==> src/rtl/kvrsp_pkg.sv <==
// ----------------------------------------------------------------------------
// kvrsp_pkg
// Shared types and codes for the key-value request stream parser: parse
// phases, event and error codes, register indexes and the state, configuration
// and result records.
// ----------------------------------------------------------------------------
package kvrsp_pkg;

  localparam int ByteW   = 8;
  localparam int IdW     = 64;
  localparam int LenW    = 31;
  localparam int WordW   = 32;
  localparam int CfgIdxW = 3;

  // Parse phase of the request currently being received.
  typedef enum logic [2:0] {
    PH_IDLE,
    PH_VER,
    PH_TYPE,
    PH_ID,
    PH_KLEN,
    PH_KEY,
    PH_VLEN,
    PH_VAL
  } phase_t;

  // Classification of each byte.
  typedef enum logic [1:0] {
    EV_HEADER,
    EV_KEY,
    EV_VALUE,
    EV_ERROR
  } event_t;

  typedef enum logic [2:0] {
    ERR_NONE,
    ERR_MAGIC,
    ERR_VERSION,
    ERR_TYPE,
    ERR_KEY_LEN,
    ERR_VALUE_LEN,
    ERR_TRUNCATED
  } err_t;

  // Configuration register indexes.
  typedef enum logic [CfgIdxW-1:0] {
    CFG_MAGIC,
    CFG_VERSION,
    CFG_TYPE_LOW,
    CFG_TYPE_HIGH,
    CFG_PUT_TYPE
  } cfg_idx_t;

  typedef struct packed {
    logic [ByteW-1:0] magic_value;
    logic [ByteW-1:0] version_value;
    logic [ByteW-1:0] type_lowest;
    logic [ByteW-1:0] type_highest;
    logic [ByteW-1:0] put_type_code;
  } cfg_t;

  typedef struct packed {
    phase_t            phase;
    logic [2:0]        field_byte_count;
    logic [LenW-1:0]   bytes_remaining;
    logic [WordW-1:0]  length_shift;
    logic [ByteW-1:0]  held_type;
    logic [IdW-1:0]    held_id;
    logic [LenW-1:0]   held_key_length;
    logic [LenW-1:0]   held_value_length;
  } state_t;

  typedef struct packed {
    event_t            event_res;
    logic [ByteW-1:0]  payload_byte;
    logic              request_done;
    logic [ByteW-1:0]  request_type;
    logic [IdW-1:0]    request_id;
    logic [LenW-1:0]   key_length;
    logic [LenW-1:0]   value_length;
    err_t              error_code;
  } result_t;

endpackage

==> src/rtl/kvrsp_req_if.sv <==
// ----------------------------------------------------------------------------
// kvrsp_req_if
// Byte stream channel into the parser: one stream byte and its buffer end flag
// per beat.
// ----------------------------------------------------------------------------
interface kvrsp_req_if;
  logic                        valid;
  logic                        ready;
  logic [kvrsp_pkg::ByteW-1:0] rx_byte;
  logic                        buffer_end;

  modport source (output valid, output rx_byte, output buffer_end, input ready);
  modport sink   (input valid, input rx_byte, input buffer_end, output ready);
endinterface

==> src/rtl/kvrsp_res_if.sv <==
// ----------------------------------------------------------------------------
// kvrsp_res_if
// Result channel out of the parser: the event, payload and decoded header for
// one stream byte per beat.
// ----------------------------------------------------------------------------
interface kvrsp_res_if;
  logic                        valid;
  logic                        ready;
  logic [1:0]                  event_res;
  logic [kvrsp_pkg::ByteW-1:0] payload_byte;
  logic                        request_done;
  logic [kvrsp_pkg::ByteW-1:0] request_type;
  logic [kvrsp_pkg::IdW-1:0]   request_id;
  logic [kvrsp_pkg::LenW-1:0]  key_length;
  logic [kvrsp_pkg::LenW-1:0]  value_length;
  logic [2:0]                  error_code;

  modport source (output valid, output event_res, output payload_byte,
                  output request_done, output request_type, output request_id,
                  output key_length, output value_length, output error_code,
                  input ready);
  modport sink   (input valid, input event_res, input payload_byte,
                  input request_done, input request_type, input request_id,
                  input key_length, input value_length, input error_code,
                  output ready);
endinterface

==> src/rtl/kvrsp_step.sv <==
// ----------------------------------------------------------------------------
// kvrsp_step
// Next-state and result logic for one stream byte: walks the request header,
// assembles the id and length fields, counts key and value bytes and flags
// errors.
// ----------------------------------------------------------------------------
module kvrsp_step (
  input  kvrsp_pkg::state_t              st,
  input  kvrsp_pkg::cfg_t                cfg,
  input  logic [kvrsp_pkg::ByteW-1:0]    rx_byte,
  input  logic                           buffer_end,
  output kvrsp_pkg::state_t              st_next,
  output kvrsp_pkg::result_t             result
);

  logic [kvrsp_pkg::IdW-1:0]   id_merged;
  logic [kvrsp_pkg::WordW-1:0] word_merged;
  logic [kvrsp_pkg::LenW-1:0]  remaining_dec;
  logic                        is_put;

  // Byte lanes of the id and the length word being assembled.
  assign id_merged   = st.held_id |
                       ({{(kvrsp_pkg::IdW-kvrsp_pkg::ByteW){1'b0}}, rx_byte}
                        << {st.field_byte_count, 3'b000});
  assign word_merged = st.length_shift |
                       ({{(kvrsp_pkg::WordW-kvrsp_pkg::ByteW){1'b0}}, rx_byte}
                        << {st.field_byte_count[1:0], 3'b000});
  assign remaining_dec = (st.bytes_remaining != '0) ?
                         st.bytes_remaining - 1'b1 : st.bytes_remaining;
  assign is_put = (st.held_type == cfg.put_type_code);

  always_comb begin
    kvrsp_pkg::state_t nxt;
    kvrsp_pkg::event_t ev;
    kvrsp_pkg::err_t   err;
    logic [kvrsp_pkg::ByteW-1:0] pay;
    logic done;
    logic key_over;

    nxt      = st;
    ev       = kvrsp_pkg::EV_HEADER;
    err      = kvrsp_pkg::ERR_NONE;
    pay      = '0;
    done     = 1'b0;
    key_over = 1'b0;

    // Per-phase handling of the byte.
    case (st.phase)
      kvrsp_pkg::PH_VER: begin
        if (rx_byte != cfg.version_value) err = kvrsp_pkg::ERR_VERSION;
        else nxt.phase = kvrsp_pkg::PH_TYPE;
      end
      kvrsp_pkg::PH_TYPE: begin
        if (rx_byte < cfg.type_lowest || rx_byte > cfg.type_highest) begin
          err = kvrsp_pkg::ERR_TYPE;
        end else begin
          nxt.held_type        = rx_byte;
          nxt.phase            = kvrsp_pkg::PH_ID;
          nxt.field_byte_count = '0;
        end
      end
      kvrsp_pkg::PH_ID: begin
        nxt.held_id = id_merged;
        if (st.field_byte_count == 3'd7) begin
          nxt.phase            = kvrsp_pkg::PH_KLEN;
          nxt.field_byte_count = '0;
          nxt.length_shift     = '0;
        end else begin
          nxt.field_byte_count = st.field_byte_count + 3'd1;
        end
      end
      kvrsp_pkg::PH_KLEN, kvrsp_pkg::PH_VLEN: begin
        nxt.length_shift = word_merged;
        if (st.field_byte_count[1:0] != 2'd3) begin
          nxt.field_byte_count = {1'b0, st.field_byte_count[1:0]} + 3'd1;
        end else begin
          nxt.field_byte_count = '0;
          if (word_merged[kvrsp_pkg::WordW-1]) begin
            err = (st.phase == kvrsp_pkg::PH_KLEN) ? kvrsp_pkg::ERR_KEY_LEN
                                                   : kvrsp_pkg::ERR_VALUE_LEN;
          end else if (st.phase == kvrsp_pkg::PH_KLEN) begin
            nxt.held_key_length = word_merged[kvrsp_pkg::LenW-1:0];
            if (word_merged == '0) begin
              key_over = 1'b1;
            end else begin
              nxt.phase           = kvrsp_pkg::PH_KEY;
              nxt.bytes_remaining = word_merged[kvrsp_pkg::LenW-1:0];
            end
          end else begin
            nxt.held_value_length = word_merged[kvrsp_pkg::LenW-1:0];
            if (word_merged == '0) begin
              done = 1'b1;
            end else begin
              nxt.phase           = kvrsp_pkg::PH_VAL;
              nxt.bytes_remaining = word_merged[kvrsp_pkg::LenW-1:0];
            end
          end
        end
      end
      kvrsp_pkg::PH_KEY: begin
        ev                  = kvrsp_pkg::EV_KEY;
        pay                 = rx_byte;
        nxt.bytes_remaining = remaining_dec;
        if (remaining_dec == '0) key_over = 1'b1;
      end
      kvrsp_pkg::PH_VAL: begin
        ev                  = kvrsp_pkg::EV_VALUE;
        pay                 = rx_byte;
        nxt.bytes_remaining = remaining_dec;
        if (remaining_dec == '0) done = 1'b1;
      end
      default: begin
        if (rx_byte != cfg.magic_value) begin
          err = kvrsp_pkg::ERR_MAGIC;
        end else begin
          nxt.held_type         = '0;
          nxt.held_id           = '0;
          nxt.held_key_length   = '0;
          nxt.held_value_length = '0;
          nxt.phase             = kvrsp_pkg::PH_VER;
        end
      end
    endcase

    // End of the key section: a put request goes on to its value length.
    if (key_over) begin
      if (is_put) begin
        nxt.phase            = kvrsp_pkg::PH_VLEN;
        nxt.field_byte_count = '0;
        nxt.length_shift     = '0;
      end else begin
        done = 1'b1;
      end
    end

    // Errors, completion and truncation all return to idle.
    if (err != kvrsp_pkg::ERR_NONE) begin
      ev        = kvrsp_pkg::EV_ERROR;
      pay       = '0;
      done      = 1'b0;
      nxt.phase = kvrsp_pkg::PH_IDLE;
    end else if (done) begin
      nxt.phase = kvrsp_pkg::PH_IDLE;
    end else if (buffer_end) begin
      err       = kvrsp_pkg::ERR_TRUNCATED;
      ev        = kvrsp_pkg::EV_ERROR;
      pay       = '0;
      nxt.phase = kvrsp_pkg::PH_IDLE;
    end
    if (nxt.phase == kvrsp_pkg::PH_IDLE) begin
      nxt.field_byte_count = '0;
      nxt.bytes_remaining  = '0;
    end

    st_next               = nxt;
    result.event_res      = ev;
    result.payload_byte   = pay;
    result.request_done   = done;
    result.request_type   = nxt.held_type;
    result.request_id     = nxt.held_id;
    result.key_length     = nxt.held_key_length;
    result.value_length   = nxt.held_value_length;
    result.error_code     = err;
  end

endmodule

==> src/rtl/kv_request_stream_parser_core.sv <==
// ----------------------------------------------------------------------------
// kv_request_stream_parser_core
// Byte-wide parser for binary key-value requests: classifies every stream
// byte, passes key and value bytes through and reports the decoded header.
// ----------------------------------------------------------------------------
// The result for a byte is registered in the result register, or in the skid
// register behind it while the result side stalls, which keeps one more byte
// accepted. Throughput: one byte per cycle while the skid register is empty;
// the parse state updates in a single pass.
// Reset clears the parse state, the result queue and the registers to their
// reset values (type_highest to 255, the others to zero).
module kv_request_stream_parser_core (
  input  logic                              clk,
  input  logic                              rst,
  input  logic                              cfg_we,
  input  logic [kvrsp_pkg::CfgIdxW-1:0]     cfg_index,
  input  logic [kvrsp_pkg::ByteW-1:0]       cfg_data,
  kvrsp_req_if.sink                         req,
  kvrsp_res_if.source                       res
);

  kvrsp_pkg::cfg_t    cfg;
  kvrsp_pkg::state_t  st;
  kvrsp_pkg::state_t  st_next;
  kvrsp_pkg::result_t step_res;
  kvrsp_pkg::result_t out_res;
  kvrsp_pkg::result_t skid_res;
  logic               out_valid;
  logic               skid_valid;
  logic               accept;
  logic               out_free;

  assign req.ready = !skid_valid;
  assign accept    = req.valid && !skid_valid;
  assign out_free  = !out_valid || res.ready;

  kvrsp_step u_step (
    .st         (st),
    .cfg        (cfg),
    .rx_byte    (req.rx_byte),
    .buffer_end (req.buffer_end),
    .st_next    (st_next),
    .result     (step_res)
  );

  // Configuration registers.
  always_ff @(posedge clk) begin
    if (rst) begin
      cfg.magic_value   <= '0;
      cfg.version_value <= '0;
      cfg.type_lowest   <= '0;
      cfg.type_highest  <= '1;
      cfg.put_type_code <= '0;
    end else if (cfg_we) begin
      case (kvrsp_pkg::cfg_idx_t'(cfg_index))
        kvrsp_pkg::CFG_MAGIC:     cfg.magic_value   <= cfg_data;
        kvrsp_pkg::CFG_VERSION:   cfg.version_value <= cfg_data;
        kvrsp_pkg::CFG_TYPE_LOW:  cfg.type_lowest   <= cfg_data;
        kvrsp_pkg::CFG_TYPE_HIGH: cfg.type_highest  <= cfg_data;
        kvrsp_pkg::CFG_PUT_TYPE:  cfg.put_type_code <= cfg_data;
        default: ;
      endcase
    end
  end

  // Parse state advances on every accepted beat.
  always_ff @(posedge clk) begin
    if (rst) begin
      st <= '{phase: kvrsp_pkg::PH_IDLE, default: '0};
    end else if (accept) begin
      st <= st_next;
    end
  end

  // Result register and skid register occupancy.
  always_ff @(posedge clk) begin
    if (rst) begin
      out_valid  <= 1'b0;
      skid_valid <= 1'b0;
    end else if (out_free) begin
      out_valid  <= skid_valid || accept;
      skid_valid <= 1'b0;
    end else if (accept) begin
      skid_valid <= 1'b1;
    end
  end

  // Result payloads; the skid entry moves up before any new result.
  always_ff @(posedge clk) begin
    if (out_free) begin
      out_res <= skid_valid ? skid_res : step_res;
    end
    if (accept && !out_free) begin
      skid_res <= step_res;
    end
  end

  assign res.valid        = out_valid;
  assign res.event_res    = out_res.event_res;
  assign res.payload_byte = out_res.payload_byte;
  assign res.request_done = out_res.request_done;
  assign res.request_type = out_res.request_type;
  assign res.request_id   = out_res.request_id;
  assign res.key_length   = out_res.key_length;
  assign res.value_length = out_res.value_length;
  assign res.error_code   = out_res.error_code;

  // The skid register is only ever filled behind a held result.
  assert property (@(posedge clk) disable iff (rst) skid_valid |-> out_valid)
    else $error("skid entry present without a result in the output register");

  // An error event and a non-zero error code always go together.
  assert property (@(posedge clk) disable iff (rst)
    out_valid |-> ((out_res.event_res == kvrsp_pkg::EV_ERROR) ==
                   (out_res.error_code != kvrsp_pkg::ERR_NONE)))
    else $error("error event and error code disagree");

  // A completed request never carries an error.
  assert property (@(posedge clk) disable iff (rst)
    out_valid && out_res.request_done |->
      out_res.error_code == kvrsp_pkg::ERR_NONE)
    else $error("request reported done together with an error");

  // Only key and value bytes pass a payload through.
  assert property (@(posedge clk) disable iff (rst)
    out_valid && out_res.event_res != kvrsp_pkg::EV_KEY &&
    out_res.event_res != kvrsp_pkg::EV_VALUE |-> out_res.payload_byte == '0)
    else $error("payload byte set on a header or error beat");

  // After an error or a finished request the parser waits for a magic byte.
  assert property (@(posedge clk) disable iff (rst)
    accept && (step_res.error_code != kvrsp_pkg::ERR_NONE ||
               step_res.request_done) |=>
      st.phase == kvrsp_pkg::PH_IDLE && st.bytes_remaining == '0)
    else $error("parser did not return to idle");

endmodule

==> src/flat_wrapper.sv <==
// flat-port wrapper written by rule: the top's interface ports become plain ports
module kv_request_stream_parser_core_flat 
  (clk, rst, cfg_we, cfg_index, cfg_data, req_valid, req_rx_byte, req_buffer_end, req_ready, res_valid, res_event_res, res_payload_byte, res_request_done, res_request_type, res_request_id, res_key_length, res_value_length, res_error_code, res_ready);
  kvrsp_req_if req_i ();
  kvrsp_res_if res_i ();
  input  logic clk;
  input  logic rst;
  input  logic cfg_we;
  input  logic [kvrsp_pkg::CfgIdxW-1:0] cfg_index;
  input  logic [kvrsp_pkg::ByteW-1:0] cfg_data;
  input wire logic [$bits(req_i.valid)-1:0] req_valid;
  input wire logic [$bits(req_i.rx_byte)-1:0] req_rx_byte;
  input wire logic [$bits(req_i.buffer_end)-1:0] req_buffer_end;
  output wire logic [$bits(req_i.ready)-1:0] req_ready;
  output wire logic [$bits(res_i.valid)-1:0] res_valid;
  output wire logic [$bits(res_i.event_res)-1:0] res_event_res;
  output wire logic [$bits(res_i.payload_byte)-1:0] res_payload_byte;
  output wire logic [$bits(res_i.request_done)-1:0] res_request_done;
  output wire logic [$bits(res_i.request_type)-1:0] res_request_type;
  output wire logic [$bits(res_i.request_id)-1:0] res_request_id;
  output wire logic [$bits(res_i.key_length)-1:0] res_key_length;
  output wire logic [$bits(res_i.value_length)-1:0] res_value_length;
  output wire logic [$bits(res_i.error_code)-1:0] res_error_code;
  input wire logic [$bits(res_i.ready)-1:0] res_ready;
  assign req_i.valid = req_valid;
  assign req_i.rx_byte = req_rx_byte;
  assign req_i.buffer_end = req_buffer_end;
  assign req_ready = req_i.ready;
  assign res_valid = res_i.valid;
  assign res_event_res = res_i.event_res;
  assign res_payload_byte = res_i.payload_byte;
  assign res_request_done = res_i.request_done;
  assign res_request_type = res_i.request_type;
  assign res_request_id = res_i.request_id;
  assign res_key_length = res_i.key_length;
  assign res_value_length = res_i.value_length;
  assign res_error_code = res_i.error_code;
  assign res_i.ready = res_ready;
  kv_request_stream_parser_core u_core (.clk(clk), .rst(rst), .cfg_we(cfg_we), .cfg_index(cfg_index), .cfg_data(cfg_data), .req(req_i), .res(res_i));
endmodule
==> config.mk <==
export PLATFORM = sky130hd
export DESIGN_NAME = kv_request_stream_parser_core_flat
export DESIGN_NICKNAME = d
export VERILOG_FILES = /design/src/rtl/kvrsp_pkg.sv /design/src/rtl/kvrsp_req_if.sv /design/src/rtl/kvrsp_res_if.sv /design/src/rtl/kvrsp_step.sv /design/src/rtl/kv_request_stream_parser_core.sv /design/src/flat_wrapper.sv
export SDC_FILE = /design/constraint.sdc
export NUM_CORES = 1
export LEC_CHECK = 0
export ABC_AREA = 1
export BUFFER_PORTS_ARGS = -buffer_cell sky130_fd_sc_hd__buf_2
export CORE_AREA = 2 2 240 242
export CTS_BUF_LIST = sky130_fd_sc_hd__clkbuf_16
export DETAILED_ROUTE_END_ITERATION = 6
export DIE_AREA = 0 0 242 244
export GPL_TIMING_DRIVEN = 0
export HOLD_SLACK_MARGIN = 0.1
export PLACE_DENSITY_LB_ADDON = 0.25
export SYNTH_ARGS = -nofsm -noshare
export SYNTH_HDL_FRONTEND = slang
export SYNTH_SLANG_ARGS = --single-unit
==> constraint.sdc <==
create_clock -name clk -period 19.3 [get_ports clk]
set_input_delay 2.895 -clock clk [delete_from_list [all_inputs] [get_ports clk]]
set_output_delay 2.895 -clock clk [all_outputs]
set_load 0.05 [all_outputs]
==> results.md, run 1 <==
- Register area share after synthesis: 0.550
- Remaining Overflow, GRT: 0
- Most common cell in the netlist: nand2_1
- Synth Area per Inst: 8.36 um^2
- Mapped Cells: 2998
- Outcome: finished clean
- Global-route wire length before repair: 115000 um
- Crit path launch type: primary input
- Highest clock rate: 164 MHz
- Post-synth top area share: 0.354
- Fin cells: 4040
- Final period util: 0.316
- Clk buf depth: 3
- Clock-pin slew on the worst setup and hold paths: roughly 0.06 ns
- Die height: 244 um
- Area delta synth->final: 15.0%
- CTS Buf Count: 57
- Starting Density: 0.446
- Clk Latency, worst-skew pair: 0.62 ns
- Die area: between 50000 and 60000 um^2
- Postcts setup bufs: 0
- Post-synth top flop: edfxtp_1
- Worst-path fanout max: 10
- Port-buffer cells: around 170
- LEAKAGE: ~13 nW
- Async set-reset flop share out of synthesis: 0
- Num Clock Sinks: 541
- Initial drt markers: 2406
- TritonRoute pass-1 iters: 6
- Via count: 21300
- Final Setup Violations: 0
- Worst EP required: 19.67 ns
- Seq cells post-synth: about 540
- Min-Delay Path Class: flop to flop
- CTS tree: done
- Final instance area: 28800 um^2
- Top cell by count, worst path: nand2_1
- Total GRT Usage: 0.249
- Row cnt: 87
- Area contributors post-synth: edfxtp_1 35%, dfxtp_1 20%, nand2_1 9.8%
- Shortest period the worst path allows: 6.09 ns
- Pin count of the biggest net entering global routing: 72
- CP Class: primary input to flop
- Share of layout cells above drive strength 1: 0.0978
- Post-CTS sizing: 0
- Area post-placement: approximately 27000 um^2
- H-tree depth: 2
- Routability cong.: 1.01
- Worst slew pin tran: 1.07 ns
- Crit-path max cell delay: 0.84 ns
- Finished Core Util: 0.513
- Slowest-stage cell, CP: o31ai_1
- CTS Hold Bufs: 0
- # DRC: 0
- Post-synth EDFFs: 296
- Critical Path AT: 6.46 ns
- Vias in the first global route: approximately 20000
- Mapped Area: 25100 um^2
- Yosys cell types: 46
- Initial antenna violation count: 1
- Filler cells: 5348
- Max-cap violation count: 0
- I/O pin count: 175
- PwrDens: 98.5 nW/um^2
- Critical Path End Type: flop
- Warnings from Yosys: 0
- Vias/cell: between 5 and 6
- Core box area: 56200 um^2
- Final Hold Viols: 0
- DP Cell Count: ~3900
- Relative slew slack: 0.282
- Final #Nets: 3279
- Post-route ant nets: 0
- Syn Nets: 3041
- Hpwl dp: 54900 um
- Worst Clk Skew: 0.0162 ns
- Die X: 242 um
- Fin. max-slew vios: 0
- Critical Path, Cell by Cell: buf_2 -> clkbuf_1 -> xnor2_1 -> nand2_1 -> nor4_4 -> inv_1 -> o31ai_1 -> a21boi_2 -> buf_2 -> o22ai_1 -> nand2_1 -> nand2_1
- WL/cell: 18.7 um
- Worst IR Drop VDD: 0.0659 mV
- RSZ-0062 raised after global routing: false
- Synth area leader: edfxtp_1
- Top cells by count, synth: 656 x nand2_1, 369 x inv_1, 347 x o21ai_0, 296 x edfxtp_1, 260 x a21oi_1
- Routed WL: 75500 um
- Root buf cell: clkbuf_16
[where the power goes]
part	total, mW	internal, mW	leakage [nW]	switching, mW
registers	1.32	1.29	5.09	0.0272
logic	0.460	0.109	6.63	0.351
clock network	1.06	0.593	0.927	0.465
[path summary, 6_finish.rpt]
check | from | end | slack [ns] | cells after the start
hold / removal | u_core.cfg[23] | u_core.cfg[23] | 0.46 | 2
hold reg to reg | u_core.cfg[23] | u_core.cfg[23] | 0.46 | 2
setup / recovery | req_rx_byte[1] | u_core.res.value_length[25] | 13.21 | 12
setup reg to reg | u_core.skid_valid | u_core.skid_res[15] | 15.38 | 9
[state kept, by name (all words and copies together) (netlist names)]
name                     cells
u_core.cfg                  40
u_core.res.error_code        3
u_core.res.event_res         2
u_core.res.key_length       31
u_core.res.payload_byte      8
u_core.res.request_done      1
u_core.res.request_id       64
u_core.res.request_type      8
u_core.res.valid             1
u_core.res.value_length     31
u_core.skid_res            148
u_core.skid_valid            1
u_core.st                  203
[metrics by stage]
| step | hold slack [ns] | setup TNS (ns) | total power [mW] | setup WS, ns |
|---|---|---|---|---|
| after floorplan | 0.433 | 0 | 1.67 | 4.91 |
| after global placement | 0.447 | -693.92 | 1.80 | -4.70 |
| after detailed placement | 0.451 | 0 | 1.80 | 12.66 |
| after CTS | 0.460 | 0 | 2.85 | 13.31 |
| after global routing | 0.476 | 0 | 2.95 | 13.15 |
| final | 0.464 | 0 | 2.84 | 13.21 |
[cell usage in the layout (no fill, tap or decap), types with 6 or more instances in the layout]
master | Yosys | routed
nand2_1 | 656 | 655
xnor2_1 | 19 | 19
nand4_1 | 52 | 52
nand3_1 | 125 | 125
clkbuf_1 | 146 | 146
a21oi_1 | 260 | 260
clkbuf_16 | 0 | 59
clkinv_1 | 2 | 12
o22ai_1 | 63 | 63
o21ai_1 | 17 | 17
edfxtp_1 | 296 | 296
buf_1 | 12 | 12
nor2_1 | 200 | 199
xor2_1 | 10 | 10
buf_2 | 23 | 196
o21ai_0 | 347 | 347
nor3_1 | 12 | 12
o21bai_1 | 64 | 64
inv_2 | 6 | 6
dfxtp_1 | 245 | 245
inv_1 | 369 | 382
ha_1 | 18 | 18
clkinv_2 | 0 | 11
[worst max-delay path, delay by kind of cell]
kind / cells / cell delay (ns)
simple gates: 4 / 0.64
xor+xnor: 1 / 0.20
buf+inv: 4 / 1.19
compound gates: 3 / 1.51
[final cells by class]
| type | count | area [um^2] | area share |
|---|---|---|---|
| well taps | 756 | 946 | 0.0328 |
| plain buffers | 187 | 758 | 0.0263 |
| clock inverters | 47 | 314 | 0.0109 |
| multi-input cells | 1893 | 9130 | 0.316 |
| inverters | 377 | 1420 | 0.0491 |
| clock buffers | 59 | 1480 | 0.0512 |
| flip-flops and latches | 541 | 13800 | 0.478 |
| diodes | 1 | 2.50 | 0.0000868 |
| repair buffers | 179 | 1000 | 0.0347 |
[routing by layer]
layer,vias up,track usage,part of all wire
li1,10500,-,-
met1,9794,0.345,0.44
met2,837,0.389,0.44
met3,203,0.0406,0.073
met4,0,0.106,0.044
met5,-,0,0
[logic make-up (layout without fill, tap and decap cells)]
kind of cell | Yosys count | in the layout | synth area share
AOI/OAI and AO/OA | 772 | 772 | 0.166
xor gates and xnor gates | 29 | 29 | 0.0101
adders and majority gates | 18 | 18 | 0.00898
buffers and inverters | 564 | 849 | 0.0867
DFF | 541 | 541 | 0.550
other | 0 | 1 | 0
and+or+nand+nor | 1074 | 1074 | 0.178
(Power assumes the default switching activity.)
==> run 2, diff against run 1 <==
ABC_AREA = 0   (was 1)
CORE_AREA = 2 2 232 234   (was 2 2 240 242)
DIE_AREA = 0 0 234 236   (was 0 0 242 244)
clock period = 6.34 ns   (was 19.3 ns; I/O delays follow)
==> run 2 against run 1 <==
  * Cell area decreased by 5.5%
  * Routed wire length decreased by 6.3%
  * First-iteration DRC count decreased by 21%
  * Clock power increased to 3.2 times the previous value
  * Sequential power increased to 2.9 times the previous value
  * Global-route usage increased by 0.18 points
  * Power increased to 2.8 times the previous value
  * Combinational power increased by 65%
  * Clock skew increased by 0.019 ns
  * Largest power group unchanged
==> results.md, run 2 <==
- CTS Buf Count: 56
- Worst Clk Skew: 0.0353 ns
- Outcome: finished clean
- Final Setup Violations: 0
- Simple-gate share of the synthesized area: 0.176
- Largest family of logic cells by synthesized area: simple AND/OR/NAND/NOR gates
- Post-route ant nets: 0
- WHS: 0.455 ns
- Compound-Gate Fraction of Synth Area: 0.145
- Largest register FFs: 203
- Root buf cell: clkbuf_16
- Synth area leader: edfxtp_1
- Min-Delay Path Class: flop to flop
- DP Cell Count: around 3200
- LEAKAGE: 10.5 nW
- # DRC: 0
- Vias/cell: around 5.7
- Mapped Cells: ~2300
- Final instance area: 27200 um^2
- Starting Density: 0.442
- Total GRT Usage: 0.251
- Routability cong.: 0.918
- Async set-reset flop share out of synthesis: 0
- CTS tree: done
- Share of layout cells above drive strength 1: 0.151
- Pin count of the biggest net entering global routing: 69
- Highest clock rate: 201 MHz
- Vias in the first global route: 17900
- Top cells by count, synth: 387 x nand2_1, 296 x edfxtp_1, 262 x nor2_1, 245 x dfxtp_1, 218 x a21oi_1
- Total power draw: 8.00 mW
- Final Hold Viols: 0
- Via count: 19000
- Crit-path max cell delay: about 0.87 ns
- Yosys cell types: 81
- Area delta synth->final: 16.1%
- Port-buffer cells: between 150 and 200
- Initial drt markers: between 1500 and 2000
- Post-synth top flop: edfxtp_1
- Worst IR Drop VDD: 0.213 mV
- Area post-placement: about 25000 um^2
- Max-cap violation count: 0
- Finished Core Util: 0.513
- Fin cells: 3303
- Top cell by count, worst path: buf_2
- Register area share after synthesis: 0.588
- Worst EP required: 6.85 ns
- Die X: 234 um
- Post-synth EDFFs: a little under 300
- Warnings from Yosys: 0
- Crit path launch type: primary input
- Post-CTS sizing: 0
- Global-route wire length before repair: 107000 um
- Most common cell after layout, fill and taps aside: nand2_1
- Final period util: 0.787
- Slowest-stage cell, CP: clkbuf_1
- H-tree depth: 2
- Syn Nets: ~2400
- Fin. max-slew vios: 0
- Final #Nets: 2601
- Worst slew pin tran: ~1.3 ns
- Clk buf depth: 3
- Clock-pin slew on the worst setup and hold paths: about 0.070 ns
- Area contributors post-synth: edfxtp_1 38%, dfxtp_1 21%, nand2_1 6.2%
- Reg with most FFs: u_core.st
- Die height: approximately 240 um
- Post-Synth XOR/XNOR Area: 0.0134
- Synth Area in Adders: 0.00960
- CP Class: primary input to flop
- Relative slew slack: 0.124
- WL/cell: 21.4 um
- Row cnt: 85
- Critical Path End Type: flop
- Core box area: 53100 um^2
- Postcts setup bufs: 0
- Remaining Overflow, GRT: 0
- Seq cells post-synth: ~540
- Mapped Area: 23500 um^2
- Shortest period the worst path allows: 4.99 ns
- PwrDens: 294 nW/um^2
- Worst-path fanout max: 10
- Commonest non-fill, non-tap cells in the layout: 387 x nand2_1, 296 x edfxtp_1, 261 x nor2_1, 245 x dfxtp_1, 218 x a21oi_1
- Most common cell in the netlist: nand2_1
- Initial antenna violation count: 3
- Critical Path, Cell by Cell: buf_2 -> clkbuf_1 -> clkbuf_1 -> inv_1 -> ha_1 -> nor2b_1 -> o21ai_0 -> nand2b_1 -> a21oi_1 -> o311ai_1 -> a211o_1 -> o22ai_1 -> buf_2 -> buf_2 -> a32o_1
- CTS Hold Bufs: 0
- I/O pin count: 175
- Mux share of post-synthesis cell area: 0.0354
- RSZ-0062 raised after global routing: false
- Die area: 55200 um^2
- Post-synth top area share: 0.379
- Synth Area per Inst: 10.1 um^2
- Clk Latency, worst-skew pair: between 0.6 and 0.7 ns
- Critical Path AT: 5.50 ns
- Num Clock Sinks: ~540
- Hpwl dp: 49900 um
- Routed WL: 70700 um
- TritonRoute pass-1 iters: 6
-- run 2: cell type report --
cell class | instances | area (um^2)
Clock buffer | 57 | 1430
Sequential cell | 541 | 13800
Tap cell | 696 | 871
Clock inverter | 49 | 445
Timing Repair Buffer | 180 | 1010
Fill cell | 4749 | 25800
Antenna cell | 1 | 2.50
Buffer | 172 | 683
Multi-Input combinational cell | 1582 | 8910
Inverter | 25 | 93.8
-- run 2: final timing paths --
path / from / to / cells after the start / slack, ns
setup / recovery: req_rx_byte[0] / u_core.st[193] / 15 / 1.35
hold / removal: u_core.st[125] / u_core.st[125] / 2 / 0.45
setup reg to reg: u_core.st[198] / u_core.st[193] / 13 / 2.01
hold reg to reg: u_core.st[125] / u_core.st[125] / 2 / 0.45
-- run 2: cells by family after synthesis --
group | count (synthesis)
AO/OA/AOI/OAI | 534
XOR/XNOR | 36
adder cells (fa/ha/maj) | 18
buffers and inverters | 197
flip-flops | 541
multiplexers | 74
AND/OR/NAND/NOR | 920
-- run 2: per-layer routing --
layer  wire (um)  vias up  GRT usage  part of all wire
met5          32        -          0           0.00045
met4        2290        6     0.0842             0.032
met3        5160      153     0.0413             0.073
met2       32100      739      0.389              0.45
met1       31200     9253      0.357              0.44
li1            -     8809          -                 -
-- run 2: where the power goes --
part,internal [mW],leakage (nW),switching [mW]
Sequential,3.84,4.94,0.0481
Clock,1.92,0.960,1.43
Combinational,0.172,4.65,0.586
Total,5.93,10.5,2.06
-- run 2: worst max-delay path, delay by kind of cell --
kind            cells  cell delay (ns)
buf+inv             6             2.35
compound gates      6             1.73
fa+ha+maj           1             0.24
simple gates        2             0.19
-- run 2: per-stage QoR --
step           TNS, ns  setup slack (ns)
2_1_floorplan        0              1.56
3_3_place_gp    -13.86            -0.122
3_5_place_dp         0             0.853
4_1_cts              0              1.51
5_1_grt              0              1.17
6_report             0              1.35
